### config.mk
export PLATFORM = sky130hd
export DESIGN_NAME = bounded_ordered_list
export DESIGN_NICKNAME = d
export VERILOG_FILES = /design/src/rtl/bol_pkg.sv /design/src/rtl/bol_cell.sv /design/src/rtl/bounded_ordered_list.sv
export SDC_FILE = /design/constraint.sdc
export NUM_CORES = 1
export LEC_CHECK = 0
export BUFFER_PORTS_ARGS = -buffer_cell sky130_fd_sc_hd__buf_2
export CORE_AREA = 2 2 227 229
export DETAILED_ROUTE_END_ITERATION = 16
export DIE_AREA = 0 0 229 231
export PLACE_DENSITY = 0.74
export SLEW_MARGIN = 20
export SYNTH_ARGS = -nofsm -noshare
export SYNTH_HDL_FRONTEND = slang
export SYNTH_SLANG_ARGS = --single-unit
### constraint.sdc
create_clock -name aclk -period 12.5 [get_ports aclk]
set_clock_uncertainty 0.1 [all_clocks]
set_input_delay 1.875 -clock aclk [delete_from_list [all_inputs] [get_ports aclk]]
set_output_delay 1.875 -clock aclk [all_outputs]
set_load 0.005 [all_outputs]
### src/rtl/bol_pkg.sv
// shared types and codes for the bounded ordered list
// no dependencies; imported by the cell, the top level and the checker
`default_nettype none

package bol_pkg;

    localparam int DATA_W  = 32;
    localparam int OP_W    = 3;
    localparam int INDEX_W = 4;
    localparam int COUNT_W = 5;

    localparam logic [OP_W-1:0] OP_APPEND      = 3'd0;
    localparam logic [OP_W-1:0] OP_REMOVE_HEAD = 3'd1;
    localparam logic [OP_W-1:0] OP_REMOVE_TAIL = 3'd2;
    localparam logic [OP_W-1:0] OP_REMOVE_AT   = 3'd3;
    localparam logic [OP_W-1:0] OP_READ_AT     = 3'd4;

    typedef enum logic [1:0] {
        ST_DONE  = 2'd0,
        ST_EMPTY = 2'd1,
        ST_OOB   = 2'd2,
        ST_FULL  = 2'd3
    } status_t;

    // per-cell update strobes
    typedef struct packed {
        logic load;
        logic shift;
    } cell_ctrl_t;

endpackage

`default_nettype wire

### src/rtl/bol_cell.sv
// one storage cell of the list: holds a single entry
// loads an appended value or takes its neighbour's entry on a removal; uses bol_pkg
`default_nettype none

module bol_cell
    import bol_pkg::*;
(
    input  wire logic              aclk,
    input  wire cell_ctrl_t        ctrl,
    input  wire logic [DATA_W-1:0] load_value,
    input  wire logic [DATA_W-1:0] next_value,
    output logic      [DATA_W-1:0] data
);

    logic [DATA_W-1:0] data_reg;
    logic [DATA_W-1:0] data_next;

    always_comb begin
        data_next = data_reg;
        if (ctrl.shift) begin
            data_next = next_value;
        end else if (ctrl.load) begin
            data_next = load_value;
        end
    end

    always_ff @(posedge aclk) begin
        data_reg <= data_next;
    end

    assign data = data_reg;

endmodule

`default_nettype wire

### src/rtl/bounded_ordered_list.sv
// top level of the bounded ordered list: a row of bol_cell entries and the control
// depends on bol_pkg and bol_cell
//
// usage
//   input channel s_*: one transaction is one operation (append, remove head,
//   remove tail, remove at index, read at index) with its value and index.
//   result channel m_*: one transaction per operation with status, read_value
//   and the entry count after the operation.
// result timing and throughput
//   the result is registered and shown in the cycle after acceptance. all cells
//   update together (a removal moves every later entry one cell toward the head
//   in parallel), so one operation is accepted per cycle unless stalled. the
//   figure is set by the single output register: a new operation is taken
//   whenever that register is empty or being read in the same cycle.
// stalls
//   while m_valid is high and m_ready low, the result holds and s_ready is
//   low; no operation is lost or taken twice.
// reset
//   aresetn (synchronous, active low) empties the list and the output
//   register. entry contents are not cleared; only entries below the count
//   are ever read, and those were all written by appends. no clearing pass.
`default_nettype none

module bounded_ordered_list
    import bol_pkg::*;
#(
    parameter int DEPTH = 16
) (
    input  wire logic                     aclk,
    input  wire logic                     aresetn,
    input  wire logic                     s_valid,
    output logic                          s_ready,
    input  wire logic        [OP_W-1:0]    s_operation,
    input  wire logic signed [DATA_W-1:0]  s_value,
    input  wire logic        [INDEX_W-1:0] s_index,
    output logic                          m_valid,
    input  wire logic                     m_ready,
    output logic             [1:0]         m_status,
    output logic signed      [DATA_W-1:0]  m_read_value,
    output logic             [COUNT_W-1:0] m_count
);

    localparam int CW   = $clog2(DEPTH + 1);
    localparam int CMPW = (CW > INDEX_W) ? CW : INDEX_W;
    localparam int RD_N = (DEPTH < (1 << INDEX_W)) ? DEPTH : (1 << INDEX_W);
    localparam int RIW  = $clog2(RD_N);

    logic [CW-1:0]      count_reg;
    logic [CW-1:0]      count_next;
    logic               m_valid_reg;
    status_t            m_status_reg;
    status_t            status_next;
    logic [DATA_W-1:0]  m_read_value_reg;
    logic [DATA_W-1:0]  read_next;
    logic [COUNT_W-1:0] m_count_reg;

    logic               accept;
    logic               list_empty;
    logic               list_full;
    logic               index_oob;
    logic               do_append;
    logic               do_shift;
    logic [CMPW-1:0]    shift_pos;
    logic [RIW-1:0]     rd_sel;

    logic [DATA_W-1:0]  cell_data [DEPTH];
    logic [DATA_W-1:0]  rd_taps   [RD_N];
    cell_ctrl_t         cell_ctrl [DEPTH];

    assign s_ready    = !m_valid_reg || m_ready;
    assign accept     = s_valid && s_ready;
    assign list_empty = (count_reg == '0);
    assign list_full  = (count_reg == CW'(DEPTH));
    // count never exceeds DEPTH, so this also covers an index beyond the row
    assign index_oob  = (CMPW'(s_index) >= CMPW'(count_reg));
    assign rd_sel     = s_index[RIW-1:0];

    always_comb begin
        status_next = ST_DONE;
        read_next   = '0;
        count_next  = count_reg;
        do_append   = 1'b0;
        do_shift    = 1'b0;
        shift_pos   = '0;
        case (s_operation)
            OP_APPEND: begin
                if (list_full) begin
                    status_next = ST_FULL;
                end else begin
                    do_append  = 1'b1;
                    count_next = count_reg + CW'(1);
                end
            end
            OP_REMOVE_HEAD: begin
                if (list_empty) begin
                    status_next = ST_EMPTY;
                end else begin
                    do_shift   = 1'b1;
                    count_next = count_reg - CW'(1);
                end
            end
            OP_REMOVE_TAIL: begin
                if (list_empty) begin
                    status_next = ST_EMPTY;
                end else begin
                    count_next = count_reg - CW'(1);
                end
            end
            OP_REMOVE_AT: begin
                if (list_empty) begin
                    status_next = ST_EMPTY;
                end else if (index_oob) begin
                    status_next = ST_OOB;
                end else begin
                    do_shift   = 1'b1;
                    shift_pos  = CMPW'(s_index);
                    count_next = count_reg - CW'(1);
                end
            end
            OP_READ_AT: begin
                if (index_oob) begin
                    status_next = ST_OOB;
                end else begin
                    read_next = rd_taps[rd_sel];
                end
            end
            default: begin
            end
        endcase
    end

    // the row of cells; cells at or past the removal point take their neighbour
    for (genvar k = 0; k < DEPTH; k++) begin : g_cell
        assign cell_ctrl[k].load  = accept && do_append && (count_reg == CW'(k));
        assign cell_ctrl[k].shift = accept && do_shift && (CMPW'(k) >= shift_pos);

        bol_cell u_cell (
            .aclk       (aclk),
            .ctrl       (cell_ctrl[k]),
            .load_value (s_value),
            .next_value (cell_data[(k + 1 < DEPTH) ? k + 1 : k]),
            .data       (cell_data[k])
        );
    end

    // only the cells an index can reach feed the read select
    for (genvar r = 0; r < RD_N; r++) begin : g_tap
        assign rd_taps[r] = cell_data[r];
    end

    always_ff @(posedge aclk) begin
        if (!aresetn) begin
            count_reg   <= '0;
            m_valid_reg <= 1'b0;
        end else begin
            if (accept) begin
                count_reg   <= count_next;
                m_valid_reg <= 1'b1;
            end else if (m_ready) begin
                m_valid_reg <= 1'b0;
            end
        end
    end

    always_ff @(posedge aclk) begin
        if (accept) begin
            m_status_reg     <= status_next;
            m_read_value_reg <= read_next;
            m_count_reg      <= COUNT_W'(count_next);
        end
    end

    assign m_valid      = m_valid_reg;
    assign m_status     = m_status_reg;
    assign m_read_value = m_read_value_reg;
    assign m_count      = m_count_reg;

endmodule

`default_nettype wire

# Yosys cells after proc, flatten, opt, wreduce, memory -nomap -nowiden
# Index checks and enable logic that the tools add are counted.
[word_totals]
out_inout_bits = 41
in_bits = 43
ff_bits = 557
elab_cells = 176
[op_classes]
n_addsub = 2
n_reduce_logical = 58
magnitude_cmp = 18
eq_ne = 20
muxes = 54
bitwise = 3
[op_table]
columns = ["op", "count"]
rows = [
  ["two-way mux 32 bit", 32],
  ["binary-select mux 32 bit (select 4 bit)", 1],
  ["== test 5 x 4 -> 1 bit (second input constant)", 8],
  ["greater-or-equal comparator 4 x 5 -> 1 bit (first input constant)", 8],
  ["logical AND 1 bit", 35],
  ["nonzero test 2 bit", 16],
  ["== test 5 x 3 -> 1 bit (second input constant)", 4],
  ["greater-or-equal comparator 3 x 5 -> 1 bit (first input constant)", 4],
  ["two-way mux 5 bit", 4],
  ["one-hot mux 5 bit (3 select lines)", 1],
  ["two-way mux 4 bit", 3],
  ["== test 5 x 2 -> 1 bit (second input constant)", 2],
  ["greater-or-equal comparator 1 x 5 -> 1 bit (first input constant)", 2],
  ["greater-or-equal comparator 2 x 5 -> 1 bit (first input constant)", 2],
  ["two-way mux 1 bit", 8],
  ["one-hot mux 2 bit (4 select lines)", 1],
  ["== test 3 x 2 -> 1 bit (second input constant)", 2],
  ["two-way mux 2 bit", 3],
  ["adder 5 x 1 -> 5 bit (second input constant)", 1],
  ["== test 5 x 1 -> 1 bit (second input constant)", 1],
  ["== test 5 bit (second input constant)", 1],
  ["greater-or-equal comparator 4 x 5 -> 1 bit", 1],
  ["greater-or-equal comparator 5 bit (second input constant)", 1],
  ["logical NOT 5 bit", 1],
  ["other kinds (11)", 13],
]

# Depth between registers and ports, before layout
[depth]
ltp_word = 8
mapped_depth = 14
ltp_nobuf = 8

# Hierarchy
# A second synthesis with hierarchy kept.
[unflattened]
hier_cells = 1627
hier_area_um2 = 30938.4
[modules_own_cells]
columns = ["mod", "cells_each", "seq_area_each_um2", "n_inst", "area_each_um2"]
rows = [
  ["bol_cell", 69, 960.9, 16, 1507.7],
  ["bounded_ordered_list", 523, 1291.2, 1, 6815.3],
]

# Worst setup path before layout
# Ideal clock, no wire load.
[synth_timing]
kind = "input-to-reg"
start = "in s_index[0]"
end = "reg g_cell[13].u_cell.data_reg[0], enable pin"
path_slack_ns = 6.072
t_required_ns = 11.742
n_path_buf = 4
setup_ns = 0.658
t_arrival_ns = 5.669
path_stages = 12
path_cell_list = "buf_2 -> clkbuf_1 -> clkbuf_1 -> inv_1 -> ha_1 -> nand2b_1 -> a2111o_1 -> a21oi_4 -> nand2_1 -> o21ai_1 -> buf_2 -> o21ai_0"
[synth_between]
elab_chain_cells = 7
elab_cells_between_ends = 11
classes_between = "order compare (2); mux (6); reduce/logical (3)"
[synth_lines]
columns = ["element", "line", "rtl"]
rows = [
  ["start, declared", "bounded_ordered_list.sv:35", "input wire logic [INDEX_W-1:0] s_index,"],
  ["greater-or-equal comparator 4 x 5 -> 1 bit", "bounded_ordered_list.sv:75", "assign index_oob = (CMPW'(s_index) >= CMPW'(count_reg));"],
  ["two-way mux 4 bit or two-way mux 1 bit (tied branches)", "bounded_ordered_list.sv:112", "end else if (index_oob) begin"],
  ["two-way mux 4 bit or two-way mux 1 bit (tied branches)", "bounded_ordered_list.sv:110", "if (list_empty) begin"],
  ["two-way mux 4 bit or one-hot mux 1 bit (2 select lines) (tied branches)", "bounded_ordered_list.sv:85", "case (s_operation)"],
  ["greater-or-equal comparator 4 x 5 -> 1 bit or logical AND 1 bit (tied branches)", "bounded_ordered_list.sv:135", "assign cell_ctrl[k].shift = accept && do_shift && (CMPW'(k) >= shift_pos);"],
  ["logical AND 1 bit *", "bounded_ordered_list.sv:135", ""],
  ["nonzero test 2 bit (no source line) *", "-", ""],
  ["end signal, assigned", "bol_cell.sv:28", "data_reg <= data_next;"],
  ["end, declared", "bol_cell.sv:15", "logic [DATA_W-1:0] data_reg;"],
]
# Every way passes the cells marked *; elsewhere a longest branch is shown, timed or not.
# A chain may end at the register's enable or synchronous reset.

# Final worst setup path
[layout_timing]
start = "in s_index[0]"
end = "reg g_cell[14].u_cell.data_reg[13], enable pin"
[layout_between]
elab_chain_cells = 7
elab_cells_between_ends = 11
classes_between = "order compare (2); mux (6); reduce/logical (3)"
[layout_lines]
columns = ["element", "line"]
rows = [
  ["greater-or-equal comparator 4 x 5 -> 1 bit", "bounded_ordered_list.sv:75"],
  ["two-way mux 4 bit or two-way mux 1 bit (tied branches)", "bounded_ordered_list.sv:112"],
  ["two-way mux 4 bit or two-way mux 1 bit (tied branches)", "bounded_ordered_list.sv:110"],
  ["two-way mux 4 bit or one-hot mux 1 bit (2 select lines) (tied branches)", "bounded_ordered_list.sv:85"],
  ["greater-or-equal comparator 4 x 5 -> 1 bit or logical AND 1 bit (tied branches)", "bounded_ordered_list.sv:135"],
  ["logical AND 1 bit *", "bounded_ordered_list.sv:135"],
  ["nonzero test 2 bit (no source line) *", "-"],
  ["end signal, assigned", "bol_cell.sv:28"],
  ["end, declared", "bol_cell.sv:15"],
]
# Marks and branches as above.

==> summary.md <==
| Metric | Value |
|---|---|
| Status | `complete, no violations` |
| Routed wire length | `64,980 um` |
| Pins Over Slew Limit | `0` |
| CP Data Required Time | `12.64 ns` |
| Seq/Total Area, Yosys | `60.53%` |
| Final worst slack | `6.345 ns` |
| DR iter-0 viols | `1,521` |
| 1st-pass router iterations | `5` |
| GRT Residual Overflow | `0` |
| Async S/R FF share, synth | `0%` |
| Fill cells | `3,695` |
| Max-cap violations | `0` |
| Site Rows | `83` |
| RePlAce Congestion | `0.8597` |
| Final hold viol count | `0` |
| Vias in the first global route | `15.08k` |
| Htree depth | `2` |
| Unrepaired setup endpoints after global routing | `false` |
| Hold Crit Depth | `2` |
| RR Endpoint | `g_cell[14].u_cell.data[13]` |
| CP Max Fanout | `50` |
| Die width | `229 um` |
| Post-CTS Repair Setup Buffers | `0` |
| Dominant synthesized flop cell | `edfxtp_1` |
| Synth unique cells | `57` |
| Root buf cell | `clkbuf_16` |
| R2R setup slack | `7.66 ns` |
| Largest net degree at the start of global routing | `60` |
| Worst Setup EP | `g_cell[14].u_cell.data[13]` |
| Setup crit start | `s_index[0]` |
| Hold/Removal Path Class | `reg2reg` |
| PD cells | `135.2 nW/um2` |
| DP Cell Count | `2,182` |
| DR vias/cell | `6.486` |
| Min Tclk post-route | `6.155 ns` |
| Cell Chain, Critical Path | `clkbuf_8 -> inv_1 -> ha_1 -> nand2b_1 -> a2111o_1 -> nand2_1 -> o2111ai_4 -> a31oi_4 -> buf_4 -> o21bai_4 -> buf_4` |
| CP arrival | `6.29 ns` |
| Lkg Pwr | `9.836 nW` |
| Crit. path cell count | `11` |
| Setup TNS | `0 ns` |
| Critical path's largest stage delay | `0.85 ns` |
| I/O Buffers | `83` |
| Die height | `231 um` |
| Final count of negative-setup-slack endpoints | `0` |
| Synthesized area per cell | `18.19 um2` |
| Crit-path leading delay family | `compound AO/OA/AOI/OAI gates` |
| Layout area overhead | `10.95%` |
| Clock Path Buffers | `3` |
| CTS buffer count | `59` |
| Hold Buf Count CTS | `0` |
| Nets@finish | `1,616` |
| Max reg flops | `512` |
| Fmax | `162.5 MHz` |
| Relative slew margins | `25.06%` |
| Initial antenna violation count | `1` |
| Nature of the critical path startpoint | `input port` |
| DRC | `0` |
| M3 GR Usage | `5.299%` |
| Final std cells w/o fill | `2,290` |
| CTS clk-pin slew, worst paths | `0.06 ns` |
| Worst slew pin tran | `1.124 ns` |
| Mapped cell area | `27,530 um2` |
| Cells after Synth | `1,514` |
| Tot GR Track Use | `24.82%` |
| DP Wirelength | `37,930 um` |
| CP dominant cell by count | `buf_4` |
| Number of enable flip-flop cells after synthesis | `551` |
| Slowest CP cell | `a31oi_4` |
| Clock latency on the worst-skew pair | `0.62 ns` |
| Net Count, Synth | `1,567` |
| Period Utilization, post-route | `49.24%` |
| CTS tree | `done` |
| Critical path class | `in2reg` |
| Starting Density | `54.33%` |
| Warnings, synthesis | `0` |
| Clock Sink Count | `557` |
| Peak VDD IR | `0.1028 mV` |
| PostCTS Resize Cnt | `0` |
| Core area | `50,680 um2` |
| Pre-CTS WS | `5.773 ns` |
| Reg2reg path depth | `9` |
| Share of cells above drive strength 1 | `53.88%` |
| WP buf/inv | `4` |
| First-pass GRT wire length | `97,580 um` |
| Crit. End Element | `flip-flop` |
| R2r startpoint | `count_reg[2]` |
| Yosys reg bits | `557` |
| Ports | `84` |
| Die area | `52,900 um2` |
| Global-route met2 utilization | `39.19%` |
| Average wire per cell in the routed design | `28.37 um` |
| Antenna-violating nets left | `0` |
| GR peak layer | `met2` |
| GRT met1 Usage | `35.08%` |
| Routed via count | `14.85k` |
## worst min-delay path: cells and delay by family (launching register included)
family / cells / cell delay, ns
flip-flops: 1 / 0.31
AND/OR/NAND/NOR: 1 / 0.10
AO/OA/AOI/OAI: 1 / 0.09
## cells in the final DEF, fill, tap and decap left out, types with 10 or more instances in the layout
| master | Yosys | routed |
|---|---|---|
| mux2_2 | 477 | 477 |
| buf_2 | 48 | 80 |
| inv_1 | 11 | 10 |
| nor2_1 | 11 | 11 |
| nor2b_1 | 33 | 33 |
| o21ai_4 | 0 | 10 |
| edfxtp_1 | 551 | 551 |
| clkbuf_16 | 0 | 60 |
| clkinv_1 | 0 | 17 |
| nand2_1 | 21 | 21 |
| clkbuf_1 | 53 | 18 |
| mux4_2 | 160 | 160 |
| ha_1 | 10 | 10 |
| buf_4 | 3 | 30 |
## worst min-delay path by stage
stage / start / end / slack (ns)
CTS: m_valid / m_valid / 0.45
global route: g_cell[13].u_cell.data[8] / g_cell[12].u_cell.data[8] / 0.48
finish: m_valid / m_valid / 0.44
global placement: m_valid / m_valid / 0.41
floorplan: count_reg[1] / count_reg[1] / 0.41
detailed placement: m_valid / m_valid / 0.44
## stage by stage
step	power, mW	instance area [um2]	hold WS [ns]	utilization (%)
after floorplan	2.458	27530	0.4076	-
after global placement	2.566	28690	0.4055	56.61
after detailed placement	2.581	28820	0.4367	56.87
after CTS	4.161	30540	0.4469	60.26
after global routing	4.264	30550	0.4816	60.28
final	4.131	30550	0.4398	60.28
## kinds of logic after synthesis
family / synth area share (%)
fa+ha+maj: 0.4544
mux: 32.75
compound gates: 1.886
xor+xnor: 0.1909
flops: 60.53
buf+inv: 2.358
simple gates: 1.827
## synth_stat cells, types with 4 or more instances
| cell type | n | area share [%] |
|---|---|---|
| a211oi_1 | 4 | 0.11 |
| inv_1 | 11 | 0.15 |
| o21ai_0 | 13 | 0.24 |
| nand2b_1 | 5 | 0.11 |
| xnor2_1 | 4 | 0.13 |
| buf_1 | 18 | 0.25 |
| a21oi_2 | 4 | 0.13 |
| nor2b_1 | 33 | 0.75 |
| nor2_1 | 11 | 0.15 |
| buf_2 | 48 | 0.87 |
| o21ai_1 | 5 | 0.091 |
| edfxtp_1 | 551 | 60 |
| dfxtp_1 | 6 | 0.44 |
| clkbuf_1 | 53 | 0.72 |
| ha_1 | 10 | 0.45 |
| nand2_1 | 21 | 0.29 |
| buf_6 | 7 | 0.29 |
| and3_1 | 4 | 0.091 |
| o21bai_1 | 8 | 0.22 |
| mux2_2 | 477 | 20 |
| a21oi_1 | 8 | 0.15 |
| mux4_2 | 160 | 13 |
## layout make-up
class	count	area [um2]	area share [%]
multi-input cells	817	10500	34.35
clock inverters	29	148.9	0.4874
diodes	1	2.502	0.008191
inverters	11	41.29	0.1352
repair buffers	117	775.7	2.539
clock buffers	78	1569	5.136
well taps	680	850.8	2.785
flip-flops and latches	557	16670	54.55
## where the power goes
part	internal [mW]	total, mW	switching [mW]	leakage (nW)
combinational	0.194	0.404	0.210	3.93
clock	0.877	1.59	0.710	0.840
sequential	2.12	2.14	0.0211	5.07
total	3.19	4.13	0.941	9.84
## routing by layer
layer  vias up  part of all wire [%]
met5         -                     0
li1       6270                     -
met2       588                    47
met1      7880                    43
met3       116                   7.7
met4         0                   2.7
Note: power is estimated with default switching activity, not from simulation.
